==> config.mk <==
export PLATFORM = sky130hd
export DESIGN_NAME = rainbow_matrix_pixel_generator_unit
export DESIGN_NICKNAME = d
export VERILOG_FILES = /design/src/hw/rtl/rmpg_pkg.sv /design/src/hw/rtl/rainbow_matrix_pixel_generator_unit.sv /design/src/hw/rtl/rmpg_hsv.sv
export SDC_FILE = /design/constraint.sdc
export NUM_CORES = 1
export LEC_CHECK = 0
export ABC_AREA = 1
export BUFFER_PORTS_ARGS = -buffer_cell sky130_fd_sc_hd__buf_2
export CORE_MARGIN = 3
export CORE_UTILIZATION = 65
export DETAILED_ROUTE_END_ITERATION = 7
export PLACE_DENSITY = 0.95
export SLEW_MARGIN = 20
export SYNTH_ARGS = -nofsm -noshare
export SYNTH_HDL_FRONTEND = slang
export SYNTH_SLANG_ARGS = --single-unit
==> constraint.sdc <==
create_clock -name clk_i -period 12.94 [get_ports clk_i]
set_clock_uncertainty 0.15 [all_clocks]
set_input_delay 0.647 -clock clk_i [delete_from_list [all_inputs] [get_ports clk_i]]
set_output_delay 0.647 -clock clk_i [all_outputs]
set_load 0.005 [all_outputs]
==> src/hw/rtl/rmpg_pkg.sv <==
// Shared constants, register map and types of the rainbow matrix pixel generator.
package rmpg_pkg;

  localparam int unsigned ROWS = 8;
  localparam int unsigned COLS = 8;
  localparam int unsigned PIXELS = ROWS * COLS;

  localparam int unsigned IDX_W = 6;
  localparam int unsigned X_W = (COLS > 1) ? $clog2(COLS) : 1;

  localparam logic [IDX_W-1:0] LAST_IDX = IDX_W'(PIXELS - 1);
  localparam logic [X_W-1:0] LAST_X = X_W'(COLS - 1);

  localparam int unsigned ADDR_W = 5;
  localparam int unsigned DATA_W = 32;

  // Register indexes (byte address is four times the index).
  localparam logic [2:0] REG_SATURATION  = 3'd0;
  localparam logic [2:0] REG_VALUE_LEVEL = 3'd1;
  localparam logic [2:0] REG_COL_STEP    = 3'd2;
  localparam logic [2:0] REG_ROW_STEP    = 3'd3;
  localparam logic [2:0] REG_FRAME_STEP  = 3'd4;

  localparam logic [7:0] RST_SATURATION  = 8'd255;
  localparam logic [7:0] RST_VALUE_LEVEL = 8'd150;
  localparam logic [7:0] RST_COL_STEP    = 8'd32;
  localparam logic [7:0] RST_ROW_STEP    = 8'd16;
  localparam logic [7:0] RST_FRAME_STEP  = 8'd2;

  typedef struct packed {
    logic [7:0] red;
    logic [7:0] green;
    logic [7:0] blue;
  } rgb_t;

  typedef struct packed {
    logic       start;
    logic [7:0] hue;
    logic [7:0] sat;
    logic [7:0] val;
  } hsv_req_t;

endpackage

==> src/hw/rtl/rainbow_matrix_pixel_generator_unit.sv <==
// Each transaction with frame_request set streams one colour per matrix pixel, row by row.
// Each pixel goes through the start state, the conversion and then the output register.
// Pixels are converted one at a time, each by five passes through the one shared 8x8
// multiplier of the HSV converter; a new frame request is taken only while idle.
// A request with frame_request clear is taken while idle and emits nothing.
// Reset (asynchronous, active low) restores the register defaults and a zero hue offset.
module rainbow_matrix_pixel_generator_unit
  import rmpg_pkg::*;
(
  input  logic              clk_i,
  input  logic              rst_ni,
  // APB-style configuration port
  input  logic              psel,
  input  logic              penable,
  input  logic              pwrite,
  input  logic [ADDR_W-1:0] paddr,
  input  logic [DATA_W-1:0] pwdata,
  output logic [DATA_W-1:0] prdata,
  output logic              pready,
  // Frame requests
  input  logic              s_axis_tvalid,
  output logic              s_axis_tready,
  input  logic [7:0]        s_axis_tdata,  // [0] frame_request, [7:1] zero
  // Pixel stream
  output logic              m_axis_tvalid,
  input  logic              m_axis_tready,
  output logic [31:0]       m_axis_tdata,  // [5:0] pixel_index, [13:6] red, [21:14] green,
                                           // [29:22] blue, [31:30] zero
  output logic              m_axis_tlast   // last_pixel
);

  localparam logic [1:0] ST_IDLE  = 2'd0;
  localparam logic [1:0] ST_START = 2'd1;
  localparam logic [1:0] ST_CONV  = 2'd2;
  localparam logic [1:0] ST_PUT   = 2'd3;

  logic [1:0]       state_q, state_d;
  logic [7:0]       sat_q, val_q, col_step_q, row_step_q, frame_step_q;
  logic [7:0]       hue_base_q;
  logic [7:0]       col_hue_q, row_hue_q;
  logic [X_W-1:0]   x_q;
  logic [IDX_W-1:0] idx_q;

  logic             out_valid_q;
  logic [IDX_W-1:0] out_idx_q;
  rgb_t             out_rgb_q;
  logic             out_last_q;

  logic             cfg_wr;
  logic [2:0]       reg_idx;
  logic             in_take;
  logic             load;
  logic             frame_end;
  hsv_req_t         hsv_req;
  logic             hsv_done;
  rgb_t             hsv_rgb;

  assign pready  = 1'b1;
  assign reg_idx = paddr[4:2];
  assign cfg_wr  = psel & penable & pwrite & pready;

  always_comb begin
    prdata = '0;
    unique case (reg_idx)
      REG_SATURATION:  prdata[7:0] = sat_q;
      REG_VALUE_LEVEL: prdata[7:0] = val_q;
      REG_COL_STEP:    prdata[7:0] = col_step_q;
      REG_ROW_STEP:    prdata[7:0] = row_step_q;
      REG_FRAME_STEP:  prdata[7:0] = frame_step_q;
      default:         prdata = '0;
    endcase
  end

  always_ff @(posedge clk_i or negedge rst_ni) begin
    if (!rst_ni) begin
      sat_q        <= RST_SATURATION;
      val_q        <= RST_VALUE_LEVEL;
      col_step_q   <= RST_COL_STEP;
      row_step_q   <= RST_ROW_STEP;
      frame_step_q <= RST_FRAME_STEP;
    end else if (cfg_wr) begin
      unique case (reg_idx)
        REG_SATURATION:  sat_q        <= pwdata[7:0];
        REG_VALUE_LEVEL: val_q        <= pwdata[7:0];
        REG_COL_STEP:    col_step_q   <= pwdata[7:0];
        REG_ROW_STEP:    row_step_q   <= pwdata[7:0];
        REG_FRAME_STEP:  frame_step_q <= pwdata[7:0];
        default: ;
      endcase
    end
  end

  assign s_axis_tready = (state_q == ST_IDLE);
  assign in_take       = s_axis_tvalid & s_axis_tready;
  // The output register may still hold a pixel while the next one is being converted.
  assign load          = (state_q == ST_PUT) && (!out_valid_q || m_axis_tready);
  assign frame_end     = load && (idx_q == LAST_IDX);

  always_comb begin
    state_d = state_q;
    unique case (state_q)
      ST_IDLE:  if (in_take && s_axis_tdata[0]) state_d = ST_START;
      ST_START: state_d = ST_CONV;
      ST_CONV:  if (hsv_done) state_d = ST_PUT;
      ST_PUT:   if (load) state_d = frame_end ? ST_IDLE : ST_START;
      default:  state_d = ST_IDLE;
    endcase
  end

  always_ff @(posedge clk_i or negedge rst_ni) begin
    if (!rst_ni) begin
      state_q     <= ST_IDLE;
      hue_base_q  <= '0;
      x_q         <= '0;
      idx_q       <= '0;
      out_valid_q <= 1'b0;
    end else begin
      state_q <= state_d;
      if (in_take && s_axis_tdata[0]) begin
        x_q   <= '0;
        idx_q <= '0;
      end else if (load) begin
        idx_q <= idx_q + 1'b1;
        x_q   <= (x_q == LAST_X) ? '0 : x_q + 1'b1;
      end
      if (frame_end) hue_base_q <= hue_base_q + frame_step_q;
      if (load) begin
        out_valid_q <= 1'b1;
      end else if (m_axis_tready) begin
        out_valid_q <= 1'b0;
      end
    end
  end

  always_ff @(posedge clk_i) begin
    if (in_take) begin
      col_hue_q <= hue_base_q;
      row_hue_q <= hue_base_q;
    end else if (load) begin
      if (x_q == LAST_X) begin
        row_hue_q <= row_hue_q + row_step_q;
        col_hue_q <= row_hue_q + row_step_q;
      end else begin
        col_hue_q <= col_hue_q + col_step_q;
      end
    end
    if (load) begin
      out_idx_q  <= idx_q;
      out_rgb_q  <= hsv_rgb;
      out_last_q <= (idx_q == LAST_IDX);
    end
  end

  assign hsv_req = '{start: (state_q == ST_START), hue: col_hue_q, sat: sat_q, val: val_q};

  rmpg_hsv u_hsv (
    .clk_i  (clk_i),
    .rst_ni (rst_ni),
    .req_i  (hsv_req),
    .done_o (hsv_done),
    .rgb_o  (hsv_rgb)
  );

  assign m_axis_tvalid = out_valid_q;
  assign m_axis_tdata  = {2'b00, out_rgb_q.blue, out_rgb_q.green, out_rgb_q.red, out_idx_q};
  assign m_axis_tlast  = out_last_q;

`ifndef NO_ASSERTIONS
  // A frame-ending pixel always carries the final index.
  a_last_index: assert property (@(posedge clk_i) disable iff (!rst_ni)
    (m_axis_tvalid && m_axis_tlast) |-> (m_axis_tdata[IDX_W-1:0] == LAST_IDX))
    else $error("last pixel flagged on a wrong index");

  // The converter only finishes while a conversion is awaited.
  a_done_in_conv: assert property (@(posedge clk_i) disable iff (!rst_ni)
    hsv_done |-> (state_q == ST_CONV))
    else $error("converter finished outside a conversion");

  // A real frame request starts a conversion at once and blocks further requests.
  a_req_starts: assert property (@(posedge clk_i) disable iff (!rst_ni)
    (in_take && s_axis_tdata[0]) |=> ((state_q == ST_START) && !s_axis_tready))
    else $error("frame request did not start a conversion");
`endif

endmodule

==> src/hw/rtl/rmpg_hsv.sv <==
// Iterative 8-bit HSV to RGB converter built around one shared 8x8 multiplier.
module rmpg_hsv
  import rmpg_pkg::*;
(
  input  logic     clk_i,
  input  logic     rst_ni,
  input  hsv_req_t req_i,
  output logic     done_o,
  output rgb_t     rgb_o
);

  localparam logic [2:0] STEP_IDLE = 3'd0;
  localparam logic [2:0] STEP_QS   = 3'd1;
  localparam logic [2:0] STEP_TS   = 3'd2;
  localparam logic [2:0] STEP_P    = 3'd3;
  localparam logic [2:0] STEP_Q    = 3'd4;
  localparam logic [2:0] STEP_T    = 3'd5;

  localparam logic [7:0] HUE_DIV = 8'd43;

  logic [2:0]  step_q, step_d;
  logic [2:0]  region_q, region_d;
  logic [7:0]  rem_q, rem_d;
  logic [7:0]  qs_q, ts_q, p_q, q_q;
  logic        done_q;
  rgb_t        rgb_q, rgb_d;

  logic [7:0]  base;
  logic [7:0]  diff;
  logic [7:0]  mul_a, mul_b;
  logic [15:0] prod;
  logic [7:0]  hi;

  // Region is hue/43; the five thresholds are multiples of 43.
  always_comb begin
    priority if (req_i.hue >= 8'd215) begin
      region_d = 3'd5;
    end else if (req_i.hue >= 8'd172) begin
      region_d = 3'd4;
    end else if (req_i.hue >= 8'd129) begin
      region_d = 3'd3;
    end else if (req_i.hue >= 8'd86) begin
      region_d = 3'd2;
    end else if (req_i.hue >= HUE_DIV) begin
      region_d = 3'd1;
    end else begin
      region_d = 3'd0;
    end
    base  = 8'(region_d * HUE_DIV);
    diff  = req_i.hue - base;
    rem_d = 8'({diff, 2'b00} + {diff, 1'b0});
  end

  // Operand selection for the shared multiplier; 255 - x is the complement.
  always_comb begin
    unique case (step_q)
      STEP_QS: begin
        mul_a = req_i.sat;
        mul_b = rem_q;
      end
      STEP_TS: begin
        mul_a = req_i.sat;
        mul_b = ~rem_q;
      end
      STEP_P: begin
        mul_a = req_i.val;
        mul_b = ~req_i.sat;
      end
      STEP_Q: begin
        mul_a = req_i.val;
        mul_b = qs_q;
      end
      STEP_T: begin
        mul_a = req_i.val;
        mul_b = ts_q;
      end
      default: begin
        mul_a = '0;
        mul_b = '0;
      end
    endcase
  end

  assign prod = mul_a * mul_b;
  assign hi   = prod[15:8];

  always_comb begin
    step_d = step_q;
    unique case (step_q)
      STEP_IDLE: if (req_i.start) step_d = STEP_QS;
      STEP_QS:   step_d = STEP_TS;
      STEP_TS:   step_d = STEP_P;
      STEP_P:    step_d = STEP_Q;
      STEP_Q:    step_d = STEP_T;
      STEP_T:    step_d = STEP_IDLE;
      default:   step_d = STEP_IDLE;
    endcase
  end

  // Final pixel selection, taking t straight from the last product.
  always_comb begin
    if (req_i.sat == 8'd0) begin
      rgb_d = '{red: req_i.val, green: req_i.val, blue: req_i.val};
    end else begin
      unique case (region_q)
        3'd0:    rgb_d = '{red: req_i.val, green: hi,        blue: p_q};
        3'd1:    rgb_d = '{red: q_q,       green: req_i.val, blue: p_q};
        3'd2:    rgb_d = '{red: p_q,       green: req_i.val, blue: hi};
        3'd3:    rgb_d = '{red: p_q,       green: q_q,       blue: req_i.val};
        3'd4:    rgb_d = '{red: hi,        green: p_q,       blue: req_i.val};
        default: rgb_d = '{red: req_i.val, green: p_q,       blue: q_q};
      endcase
    end
  end

  always_ff @(posedge clk_i or negedge rst_ni) begin
    if (!rst_ni) begin
      step_q <= STEP_IDLE;
      done_q <= 1'b0;
    end else begin
      step_q <= step_d;
      done_q <= (step_q == STEP_T);
    end
  end

  always_ff @(posedge clk_i) begin
    if (step_q == STEP_IDLE && req_i.start) begin
      region_q <= region_d;
      rem_q    <= rem_d;
    end
    if (step_q == STEP_QS) qs_q <= ~hi;
    if (step_q == STEP_TS) ts_q <= ~hi;
    if (step_q == STEP_P)  p_q  <= hi;
    if (step_q == STEP_Q)  q_q  <= hi;
    if (step_q == STEP_T)  rgb_q <= rgb_d;
  end

  assign done_o = done_q;
  assign rgb_o  = rgb_q;

endmodule

======== Word-level counts from Yosys, hierarchy flattened ========
Index checks and enable logic that the tools add are counted.
W data, S select, Z words.
word-level totals
  flip-flop bits (word level) ............. 178
  bits of input ports ..................... 52
  output and inout port bits .............. 68
  word-level logic and storage cells ...... 124
operators by class
  $add $sub $neg .......................... 7
  multiply operators ...................... 2
  order comparisons ....................... 5
  equal/unequal tests ..................... 22
  mux-type cells .......................... 30
  bitwise operators ....................... 6
  reduce and logical (&&, ||, !) cells .... 24
operator list
  kind                   number
  $pmux W24 S5           1
  $pmux W8 S5            2
  $mux W8                6
  $add A8 B8 Y8          4
  $ge A8 B8 Y1 const B   3
  $mux W24               1
  $mux W3                8
  $not A8 Y8             3
  $eq A3 B2 Y1 const B   6
  $mul A8 B8 Y16         1
  $pmux W8 S2            1
  $eq A3 B3 Y1 const B   5
  $pmux W3 S5            1
  $mux W6                2
  $reduce_and A2 Y1      6
  $eq A3 B1 Y1 const B   3
  $logic_not A3 Y1       3
  $ge A8 B6 Y1 const B   1
  $ge A8 B7 Y1 const B   1
  $logic_not A8 Y1       1
  $pmux W2 S4            1
  $reduce_bool A2 Y1     4
  $mul A3 B6 Y7 const B  1
  $sub A7 B7 Y7          1
  other kinds (17)       30

======== Logic depth before layout (Yosys ltp) ========
Gate-level depths: netlist (run 1).
  depth after elaboration ................. 9
  depth in mapped cells ................... 29
  mapped depth without buffers ............ 27

======== Cells and area by module ========
A second synthesis (run 1) with hierarchy kept.
unflattened totals
  cell total of the unflattened synthesis .. 1413
  area, all modules ....................... 12055.3 µm²
modules (own cells, without submodules)
  module                               times used  cells each  area an instance (µm²)  sequential area each (µm²)
  rmpg_hsv                             1           802         6418.7                  2082.0
  rainbow_matrix_pixel_generator_unit  1           611         5636.7                  2931.6

======== Least setup slack after synthesis (run 1) ========
OpenSTA, ideal clock, no wires.
  path kind ............................... register to register
  start ................................... reg u_hsv.step_q[1]
  end ..................................... reg u_hsv.rgb_q, in the netlist u_hsv.rgb_o[7], data pin
  setup time .............................. 0.253 ns
  data arrival time ....................... 5.429 ns
  required time ........................... 12.537 ns
  setup slack ............................. 7.108 ns
  cell stages (with the launch flop) ...... 24
  path buffers ............................ 1
  clock period less this slack ............ 5.832 ns
  cells stage by stage .................... dfrtp_1 inv_2 nand3_1 inv_1 a221oi_1 and2_1 clkbuf_1 nor2_1 fa_1 fa_1 fa_1 inv_1 fa_1 inv_1 ha_1 a21o_1 a31oi_1 nor2_1 a211oi_1 nand3_2 nand3_1 nand2_1 nand2_1 nand2_1
RTL lines
  element                   line             text
  start: declaration        rmpg_hsv.sv:21   logic [2:0] step_q, step_d;
  start signal: assignment  rmpg_hsv.sv:121  step_q <= step_d;
  end signal: assignment    rmpg_hsv.sv:135  if (step_q == STEP_T) rgb_q <= rgb_d;
  end: declaration          rmpg_hsv.sv:26   rgb_t rgb_q, rgb_d;

==> results of run 1 <==
layer usage:
layer | GRT usage, % | wire length (um) | up-vias
li1 | - | - | 4356
met1 | 37.8 | 10600 | 4497
met2 | 49.9 | 13900 | 652
met3 | 6.25 | 2860 | 104
met4 | 12.9 | 1170 | 0
met5 | 0 | 0 | -
cells in the final DEF, fill, tap and decap left out, drive strengths merged, types with 3 or more instances in the layout:
cell    instances
nand2         290
inv           207
edfxtp        113
nor2          113
o21ai         104
ha             78
buf            62
a21oi          60
dfrtp          49
fa             42
nand3          42
conb           27
o22ai          20
clkbuf         18
a221oi         16
dfstp          15
xor2           15
nor3           11
clkinv         10
xnor2           9
a22o            6
nand3b          6
o221ai          6
o211ai          5
nand4           5
or2             5
o21bai          4
and2            3
a31oi           3
a211oi          3
through the flow:
stage	utilization [%]	hold WS, ns	cell area (um2)	std cells
floorplan	-	0.201	11600	1313
global placement	68.9	0.250	12000	1556
detailed placement	68.9	0.255	12000	1556
CTS	72.2	0.253	12500	1588
global route	72.2	0.273	12500	1588
finish	72.2	0.217	12500	1588
logic make-up after synthesis:
kind of cell / Yosys count
fa+ha+maj: 120
flops: 177
xor+xnor: 24
simple gates: 479
compound gates: 238
other cells: 2
buf+inv: 248
worst max path at each step:
| stage | slack (ns) | cells after the start | to | from |
|---|---|---|---|---|
| 2_1_floorplan | 7.11 | 23 | u_hsv.rgb_o[7] | u_hsv.step_q[1] |
| 3_3_place_gp | 6.31 | 23 | u_hsv.rgb_o[22] | u_hsv.step_q[1] |
| 3_5_place_dp | 6.09 | 22 | u_hsv.rgb_o[23] | u_hsv.step_q[1] |
| 4_1_cts | 6.02 | 22 | u_hsv.rgb_o[15] | u_hsv.step_q[1] |
| 5_1_grt | 5.79 | 22 | u_hsv.rgb_o[15] | u_hsv.step_q[1] |
| 6_report | 6.23 | 22 | u_hsv.rgb_o[15] | u_hsv.step_q[1] |
final cells by class:
class / count / share of cell area (%)
Clock buffer: 18 / 3.59
Sequential cell: 177 / 40.0
Clock inverter: 14 / 1.01
Timing Repair Buffer: 62 / 2.54
Multi-Input combinational cell: 888 / 44.5
Inverter: 204 / 6.11
Tap cell: 225 / 2.25
worst max-delay path: cells and delay by family (launching register included):
| family | cells | cell delay (ns) |
|---|---|---|
| AO/OA/AOI/OAI | 5 | 1.91 |
| adder cells (fa/ha/maj) | 5 | 2.47 |
| buffers and inverters | 4 | 0.49 |
| flip-flops | 1 | 0.51 |
| AND/OR/NAND/NOR | 8 | 0.89 |
Yosys cell counts, drive strengths merged, types with 3 or more instances:
master / number
a31oi: 3
xnor2: 9
ha: 78
a211oi: 3
a221oi: 16
o21bai: 4
edfxtp: 113
clkinv: 3
nand3b: 6
nand3: 42
inv: 201
nor3: 11
or2: 5
dfrtp: 49
a21oi: 60
xor2: 15
clkbuf: 15
fa: 42
nand2: 290
o21ai: 104
nand4: 5
o211ai: 5
nor2: 113
o221ai: 6
dfstp: 15
a22o: 6
o22ai: 20
and2: 3
buf: 29
==> results by stage, run 1 <==
Critical path:
- The signal on the critical path passes through inv_2 > nand3_1 > inv_2 > a221oi_1 > a21boi_1 > nor2_1 > fa_1 > fa_1 > fa_1 > inv_1 > fa_1 > inv_1 > ha_1 > a21o_1 > a31oi_1 > nor2_1 > a211oi_1 > nand3_2 > nand3_1 > nand2_1 > nand2_1 > nand2_1.
- The largest single stage delay on the critical path is 0.76 ns.
- The slowest stage of the critical path is the a21boi_1 cell.
- STA classifies the critical path endpoint as a register.
- In this run the worst path has a maximum fanout of 31.
- The cell occurring most often along the worst timing path is fa_1.
- Measured in cells, the most critical reg-to-reg path has a length of 22.
- The endpoint of the most critical register-to-register path is u_hsv.rgb_o[15].
- For the worst setup path, the data arrival time is about 6.8 ns.
- The worst setup path is launched from a register.
- The worst reg2reg path startpoint is u_hsv.step_q[1].
- The required time at the endpoint of the critical path is roughly 13 ns.
- The setup slack of the worst register-to-register path is 6.23 ns.
- The critical path class is register to register.

Final layout:
- The multi-input combinational cells in the finished layout cover a total of around 0.0056 mm2.
- Counting the fill cells in the layout gives 1171.
- The repair_antennas step left the layout with diodes totalling 0.
- Relative to the synthesized area, the layout overhead comes to 8.61%.
- Of the cells placed in the final design, the portion with a size suffix greater than 1 is around 11%.
- The sequential cell area in the final layout is between 0.005 and 0.006 mm2.
- The net count reported at finish is 1522.

Outcome:
- The run finished with clean final reports.

Timing:
- The count of endpoints failing setup in the final report is 0.
- The final worst slack is approximately 6.2 ns.
- The relative max-transition margin is 35.9%.
- The final critical-path share of the clock period is between 50% and 60%.
- The highest clock rate is 0.149 GHz.
- The count of pins over their slew limit is 0.
- The aggregate negative setup slack is 0 ns.
- For the pin with the worst max-slew slack, the measured transition is 0.961 ns.
- Setup repair after global routing left no endpoint under its margin.
- Counting I/O delays and the setup requirement, the final critical path takes 6.71 ns.
- The number of hold violations in the final report is 0.

Global route:
- In the global route stage, overall resource usage came out at between 20% and 30%.
- The wire length of the first global-routing pass is between 40 and 50 mm.
- The number of global-route vias before repair is 9145.
- The leftover overflow at the end of global routing is 0.
- Entering global routing, the biggest net connects 65 pins.
- The number of antenna violations at the first check in global routing is 0.

Yosys:
- Of the post-synthesis cell area, the dominant cell type holds between 20% and 30%.
- The post-synthesis compound-gate area fraction is around 12%.
- The most used flip-flop cell after synthesis is edfxtp_1.
- Each instance of the synthesized netlist takes up on average about 9.0 um2.
- Multiplexer cells account for 0% of the synthesized area.
- The basic-gate share of the synthesized area counting and, or, nand and nor cells is between 10% and 20%.
- After synthesis, the largest family of logic cells by area is simple AND/OR/NAND/NOR gates.
- By area the synthesized netlist is led by edfxtp_1 29%, dfrtp_1 11%, nand2_1 8.9%, ha_1 8.5%, fa_1 7.3%.
- The number of distinct library cells after synthesis is 53.
- The largest area contributor in the synthesized netlist is edfxtp_1.
- The synthesized netlist devotes under 10% of its cell area to XOR and XNOR gates.
- Counting flops and latches in the post-synthesis netlist gives 177.
- The synthesized area is 0.0115 mm2.
- In this run, synthesis inferred 113 flip-flops with an integrated enable.
- During synthesis, Yosys emitted a total of 0 warnings.
- The async set or reset register ratio after synthesis is a little over a third.
- The synthesized netlist devotes around 16% of its cell area to adder and majority cells.
- Sequential cells were found to cover 43.4% of the synthesized design area.
- In the synthesized netlist, the number of instances is approximately 1300.

Drt:
- After detailed routing, the average wire length per cell comes to around 18 um.
- The remaining antenna violation count is 0.
- For this block, the routed nets add up to 28.4 mm of wire.
- The first TritonRoute pass finished after 6 iterations.
- The vias after detailed routing is about 9600.
- The DRC violation total after the first TritonRoute iteration is 1225.
- After detailed routing, the number of remaining DRC violations is 0.
- The routed via count divided by cell count is 6.05.

Clock tree:
- The maximum buffer depth of the clock tree is 2.
- The maximum level of the CTS H-tree is 4.
- For the worst-skew pair, the clock arrives at the later sink with an insertion delay of around 0.44 ns.
- The CTS tree is done.
- The clock-pin slew of the registers on the worst-case setup and hold paths is approximately 0.070 ns.
- The hold-fix buffer count after cts is 0.
- After clock tree synthesis, the repair step resized 0 gates.
- Counting the buffers created by CTS gives 17.
- The TritonCTS sink count is ~180.
- The number of setup buffers added after CTS is 0.
- The cell chosen for the clock root is clkbuf_16.

Floorplan:
- The die area is between 0.015 and 0.02 mm2.
- The die is about 140 um wide.
- For this configuration, the core starts out at a cell density of between 60% and 70%.
- The total area inside the core boundary comes to about 0.017 mm2.
- The die height is roughly 140 um.
- For this design the top-level I/O count stands at 120.
- After floorplanning, the core was divided into 48 placement rows.

Place:
- Detailed placement ended at an HPWL of roughly 21 mm.
- Routability-driven placement finished with a final weighted congestion of about 1.
- The number of buffers added on ports is 59.
- The worst-case setup slack after placement is 6.09 ns.

Flow run:
- Max-cap violations in this run came to 0.

Min path:
- The path class of the tightest hold or removal check is primary input to async pin.
Power of run 1 is not shown: default switching activity piles up to over one toggle a cycle in this logic, so the estimate is an artifact.
==> run 2, diff against run 1 <==
--- a/config.mk
+++ b/config.mk
@@ -8,9 +8,9 @@
 export ABC_AREA = 1
 export BUFFER_PORTS_ARGS = -buffer_cell sky130_fd_sc_hd__buf_2
 export CORE_MARGIN = 3
-export CORE_UTILIZATION = 65
+export CORE_UTILIZATION = 54
 export DETAILED_ROUTE_END_ITERATION = 7
-export PLACE_DENSITY = 0.95
+export PLACE_DENSITY = 0.85
 export SLEW_MARGIN = 20
 export SYNTH_ARGS = -nofsm -noshare
 export SYNTH_HDL_FRONTEND = slang
==> constraint.sdc (replaced) <==
create_clock -name clk_i -period 5.55 [get_ports clk_i]
set_clock_uncertainty 0.15 [all_clocks]
set_input_delay 0.2775 -clock clk_i [delete_from_list [all_inputs] [get_ports clk_i]]
set_output_delay 0.2775 -clock clk_i [all_outputs]
set_load 0.005 [all_outputs]
==> results by stage, run 2 (synthesis results as in run 1) <==
Outcome:
- Result of the run: complete, no violations (unchanged).

Floorplan:
- The die area is 0.0232 mm2 (was 0.0194 mm2).
- The horizontal extent of the die is 152 um (was 139 um).
- The number of top-level design ports was 120 (unchanged).
- The die height is 152 um (was 139 um).
- The placeable core region is 0.0206 mm2 (was 0.0174 mm2).
- The starting density of the core is 56.0% (was 66.5%).
- The row count was 52 (was 48).

Final layout:
- The filler cell count in the final layout came to 1525 (was 1171).
- The growth of design area from synthesis to finish is 18.2% (was 8.61%).
- The fraction of final layout cells sized beyond drive strength 1 is 21.9% (was 11.2%).
- The antenna diode instance count is 0 (unchanged).
- The most frequent standard cell in the layout excluding fill and tap cells was nand2_1 (unchanged).
- The net count reported at finish was 1606 (was 1522).
- Top library cells by usage in the layout, fill and taps aside: 264 x nand2_1, 181 x inv_1, 113 x edfxtp_1 (was 275 x nand2_1, 194 x inv_1, 113 x edfxtp_1).
- The sequential cell area in the final layout came to 0.00502 mm2 (was 0.00501 mm2).
- The non-filler instance count after layout is 1717 (was 1588).
- The multi-input logic area was 0.00599 mm2 (was 0.00558 mm2).

Drt:
- The vias after detailed routing came to 9620 (was 9609).
- The total wire length after detailed routing is 30.1 mm (was 28.4 mm).
- The DRC violation total after the first TritonRoute iteration is 880 (was 1225).
- The length of the first detailed-routing pass in iterations is 8 (was 6).
- The routed via count divided by cell count is 5.60 (was 6.05).
- The remaining antenna violation count was 0 (unchanged).
- The average routed wire per standard cell was 17.5 um (was 17.9 um).
- The total DRC errors in the routed layout came to 0 (unchanged).

Clock tree:
- The TritonCTS sink count is 177 (unchanged).
- The maximum level of the CTS H-tree is 4 (unchanged).
- The CTS tree is done (unchanged).
- The maximum buffer depth of the clock tree came to 2 (unchanged).
- The clock-pin slew of the registers on the worst-case setup and hold paths is 0.07 ns (about the same).
- The cell chosen for the clock root is clkbuf_16 (unchanged).
- The clock buffer count from CTS is 17 (unchanged).
- The clock insertion delay at the later pin of the skew report came to 0.44 ns (about the same).

Critical path:
- The largest fanout of any net on the critical path came to 5 (was 31).
- The element type at the critical path start is a register (unchanged).
- The kind of capture point of the worst setup path is a register (unchanged).
- The required time at the endpoint of the critical path came to 5.57 ns (was 12.98 ns).
- The critical path class is register to register (unchanged).
- The arrival time at the worst endpoint is 5.53 ns (was 6.75 ns).

Place:
- The number of cells after detailed placement was 1675 (was 1556).
- The placed wire-length estimate after detailed placement is 22.3 mm (was 21.1 mm).
- The global placer's final weighted congestion is 0.927 (was 1.00).
- The number of buffers added on ports is 59 (unchanged).

Timing:
- The worst hold slack is 0.0177 ns (was 0.217 ns).
- The measured slew at the worst slew-check pin came to 1.00 ns (was 0.961 ns).
- The count of pins over their slew limit was 0 (unchanged).
- The final critical-path share of the clock period was 99.1% (was 51.9%).
- RSZ-0062 raised after global routing: true (was false).
- The shortest clock period the worst path allows after layout was 5.50 ns (was 6.71 ns).
- The relative max-transition margin came to 33.0% (was 35.9%).
- The highest clock rate is 0.182 GHz (was 0.149 GHz).
- The number of hold violations in the final report is 0 (unchanged).
- The count of endpoints failing setup in the final report came to 0 (unchanged).

Global route:
- The largest net degree at the start of global routing is 65 (unchanged).
- The global routing usage summed across all routing layers was 24.9% (was 29.8%).
- The leftover overflow at the end of global routing is 0 (unchanged).
- The wire length of the first global-routing pass is 46.6 mm (was 46.1 mm).
- The number of antenna violations at the first check in global routing was 0 (unchanged).
- The number of global-route vias before repair is 9290 (was 9145).

Flow run:
- The number of max-cap violations came to 0 (unchanged).

Min path:
- The worst min-delay path class is primary input to register (was primary input to async pin).
## run 2: final timing paths
kind / start / end / slack, ns / depth (start not counted)
max reg2reg: u_hsv.step_q[1] / u_hsv.rgb_o[16] / 0.05 / 25
max in group asynchronous: rst_ni / u_hsv.step_q[0] / 4.28 / 3
max: u_hsv.step_q[1] / u_hsv.rgb_o[16] / 0.05 / 25
min: pwdata[4] / sat_q[4] / 0.02 / 3
min in group asynchronous: rst_ni / u_hsv.done_o / 0.39 / 3
min reg2reg: u_hsv.rgb_o[23] / m_axis_tdata[13] / 0.27 / 0
## run 2: timing repair
item / CTS / global route
endpoints found under the setup margin: 16 / 53
pin swaps: 3 / 52
hold buffers: 2 / 0
setup buffers: 0 / 8
hold endpoints to repair: 50 / 0
gates resized for setup: 8 / 84
## run 2: per-stage QoR
step                setup WS (ns)  setup TNS [ns]  utilization, %  instance area, um2
finish                     0.0478               0            66.1               13600
global route               -0.197           -2.55            66.1               13600
CTS                        0.0103               0            64.3               13300
detailed placement         -0.164           -1.27            61.5               12700
global placement          -0.0241         -0.0447            61.5               12700
floorplan                 -0.0121         -0.0121               -               11800
## run 2: final cells by class
type                            count  area share [%]
Multi-Input combinational cell    888            43.9
Sequential cell                   177            36.8
Timing Repair Buffer              146            7.25
Inverter                          204            5.68
Clock buffer                       18            3.15
Tap cell                          270            2.48
Clock inverter                     14           0.789
## run 2: metal layers
| metal | vias up | GRT usage (%) | wire length, um |
|---|---|---|---|
| met5 | - | 1.04 | 33 |
| met4 | 2 | 8.56 | 928 |
| met3 | 75 | 5.20 | 2380 |
| met2 | 487 | 42.7 | 15200 |
| met1 | 4534 | 31.5 | 11600 |
| li1 | 4522 | - | - |
## run 2: critical path, stage by stage (launching register included)
cell,delay (ns)
dfrtp_2,0.47
inv_2,0.08
nand3_4,0.10
clkinvlp_4,0.12
buf_6,0.15
a221oi_2,0.27
a21boi_4,0.33
nor2_2,0.06
fa_1,0.48
inv_1,0.05
fa_1,0.48
inv_1,0.05
fa_1,0.48
inv_2,0.04
fa_1,0.51
inv_2,0.05
ha_4,0.24
buf_6,0.13
nand2_4,0.06
o21a_1,0.12
nand2_2,0.07
or2_1,0.26
nand2_4,0.14
nor2_1,0.05
o21ai_0,0.17
o21ai_1,0.11
Power of run 2 is left out for the same reason.
==> run 3, diff against run 2 <==
--- a/config.mk
+++ b/config.mk
@@ -9,6 +9,7 @@
 export BUFFER_PORTS_ARGS = -buffer_cell sky130_fd_sc_hd__buf_2
 export CORE_MARGIN = 3
 export CORE_UTILIZATION = 54
+export CTS_BUF_LIST = sky130_fd_sc_hd__clkbuf_16
 export DETAILED_ROUTE_END_ITERATION = 7
 export PLACE_DENSITY = 0.85
 export SLEW_MARGIN = 20
==> results by stage, run 3 (synthesis results as in run 1) <==
Min path:
- The worst min-delay path class is primary input to register (unchanged).
- The start point of the worst hold path is pwdata[4] (unchanged).
- The number of cells on the worst hold path is 3 (unchanged).
- The sink of the worst hold path is sat_q[4] (unchanged).

Clock tree:
- The TritonCTS sink count was 177 (unchanged).
- The CTS tree was done (unchanged).
- The cell chosen for the clock root is clkbuf_16 (unchanged).
- The clock buffer count from CTS came to 17 (unchanged).
- The clock insertion delay at the later pin of the skew report is 0.44 ns (about the same).
- The maximum level of the CTS H-tree is 4 (unchanged).
- The clock-pin slew of the registers on the worst-case setup and hold paths is 0.07 ns (about the same).
- The maximum buffer depth of the clock tree was 2 (unchanged).

Global route:
- The number of antenna violations at the first check in global routing is 0 (unchanged).
- The leftover overflow at the end of global routing is 0 (unchanged).
- The global routing usage summed across all routing layers is 24.9% (unchanged).
- The wire length of the first global-routing pass was 46.6 mm (unchanged).
- The largest net degree at the start of global routing is 65 (unchanged).
- The number of global-route vias before repair is 9290 (unchanged).

Place:
- The global placer's final weighted congestion was 0.927 (unchanged).
- The area of placed instances was 0.0127 mm2 (unchanged).
- The number of buffers added on ports is 59 (unchanged).
- The number of cells after detailed placement is 1675 (unchanged).
- The placed wire-length estimate after detailed placement is 22.3 mm (unchanged).
- The worst-case setup slack after placement is -0.164 ns (unchanged).

Final layout:
- The fraction of final layout cells sized beyond drive strength 1 is 21.9% (unchanged).
- The most frequent standard cell in the layout excluding fill and tap cells is nand2_1 (unchanged).
- The non-filler instance count after layout came to 1717 (unchanged).
- The total non-filler cell area in the finished layout is 0.0136 mm2 (unchanged).
- The growth of design area from synthesis to finish is 18.2% (unchanged).
- The net count reported at finish was 1606 (unchanged).
- Top library cells by usage in the layout, fill and taps aside: 264 x nand2_1, 182 x inv_1, 113 x edfxtp_1 (was 264 x nand2_1, 181 x inv_1, 113 x edfxtp_1).
- The antenna diode instance count is 0 (unchanged).

Critical path:
- The kind of capture point of the worst setup path is a register (unchanged).
- The required time at the endpoint of the critical path is 5.58 ns (was 5.57 ns).
- The length in cells of the worst reg-to-reg path is 25 (unchanged).
- The element type at the critical path start is a register (unchanged).
- The largest fanout of any net on the critical path is 5 (unchanged).
- The endpoint of the most critical register-to-register path is u_hsv.rgb_o[16] (unchanged).
- The setup slack of the worst register-to-register path is 0.06 ns (was 0.05 ns).
- The critical path class is register to register (unchanged).
- The worst reg2reg path startpoint is u_hsv.step_q[1] (unchanged).
- The arrival time at the worst endpoint is 5.52 ns (was 5.53 ns).

Timing:
- The count of pins over their slew limit was 0 (unchanged).
- The final critical-path share of the clock period is 99.0% (was 99.1%).
- The aggregate negative setup slack is 0 ns (unchanged).
- The final worst slack came to 0.0573 ns (was 0.0478 ns).
- The highest clock rate is 0.182 GHz (about the same).
- The number of hold violations in the final report was 0 (unchanged).
- The shortest clock period the worst path allows after layout is 5.49 ns (was 5.50 ns).
- RSZ-0062 raised after global routing: true (unchanged).
- The measured slew at the worst slew-check pin is 1.02 ns (was 1.00 ns).
- The count of endpoints failing setup in the final report is 0 (unchanged).
- The relative max-transition margin is 32.0% (was 33.0%).

Floorplan:
- The row count was 52 (unchanged).
- The horizontal extent of the die is 152 um (unchanged).
- The die area came to 0.0232 mm2 (unchanged).
- The starting density of the core is 56.0% (unchanged).
- The placeable core region is 0.0206 mm2 (unchanged).
- The number of top-level design ports is 120 (unchanged).
- The die height is 152 um (unchanged).

Drt:
- The DRC violation total after the first TritonRoute iteration is 881 (was 880).
- The average routed wire per standard cell is 17.5 um (about the same).
- The total DRC errors in the routed layout is 0 (unchanged).
- The total wire length after detailed routing came to 30.1 mm (about the same).
- The remaining antenna violation count was 0 (unchanged).
- The length of the first detailed-routing pass in iterations is 6 (was 8).
- The vias after detailed routing was 9623 (was 9620).
- The routed via count divided by cell count was 5.60 (about the same).

Flow run:
- The number of max-cap violations is 0 (unchanged).

Outcome:
- Result of the run: complete, no violations (unchanged).
-- run 3: cell types whose count changed in the layout (fill, tap and decap cells not counted) --
cell,previous run,this run
inv_1,181,182
clkbuf_1,1,0
-- run 3: metrics by stage --
stage	util, %	hold slack, ns
6_report	66.1	0.0156
5_1_grt	66.1	0.0541
2_1_floorplan	-	-0.168
3_3_place_gp	61.5	0.253
4_1_cts	64.3	0.0156
3_5_place_dp	61.5	0.256
-- run 3: repair_timing --
| item | in CTS | in global routing |
|---|---|---|
| cloned | 0 | 0 |
| endpoints found under the hold margin | 50 | 0 |
| resized for setup | 8 | 84 |
| setup endpoints to repair | 16 | 53 |
| setup buffers | 0 | 8 |
| hold buffers | 2 | 0 |
| pin swaps | 3 | 52 |
-- run 3: critical path: stages, from the launching register on --
cell and delay, ns:
dfrtp_2 0.47, inv_2 0.08, nand3_4 0.10, clkinvlp_4 0.12, buf_6 0.15, a221oi_2 0.27
a21boi_4 0.33, nor2_2 0.06, fa_1 0.48, inv_1 0.05, fa_1 0.48, inv_1 0.05
fa_1 0.48, inv_2 0.04, fa_1 0.51, inv_2 0.05, ha_4 0.24, buf_6 0.13
nand2_4 0.06, o21a_1 0.12, nand2_2 0.07, or2_1 0.26, nand2_4 0.14, nor2_1 0.05
o21ai_0 0.17, o21ai_1 0.10
-- run 3: per-layer routing --
| metal | track usage (%) | vias to the layer above | part of all wire (%) |
|---|---|---|---|
| met1 | 31.5 | 4551 | 39 |
| met2 | 42.7 | 471 | 50 |
| li1 | - | 4524 | - |
| met4 | 8.56 | 2 | 3.2 |
| met5 | 1.04 | - | 0.11 |
| met3 | 5.20 | 75 | 7.8 |
-- run 3: how the worst max path moves through the flow --
stage	startpoint	endpoint	slack, ns
after global routing	u_hsv.step_q[2]	u_hsv.rgb_o[14]	-0.20
final	u_hsv.step_q[1]	u_hsv.rgb_o[16]	0.06
after floorplan	u_hsv.step_q[2]	u_hsv.rgb_o[7]	-0.01
after detailed placement	u_hsv.step_q[2]	u_hsv.rgb_o[22]	-0.16
after CTS	u_hsv.step_q[0]	u_hsv.rgb_o[16]	0.01
after global placement	u_hsv.step_q[2]	u_hsv.rgb_o[22]	-0.02
-- run 3: final cells by class --
type                    instances  area (um2)
fillers                      1525        6980
clock buffers                  17         425
well taps                     270         338
repair buffers                146         988
clock inverters                15         111
inverters                     204         774
multi-input cells             888        5990
flip-flops and latches        177        5020
Power of run 3 is left out for the same reason.
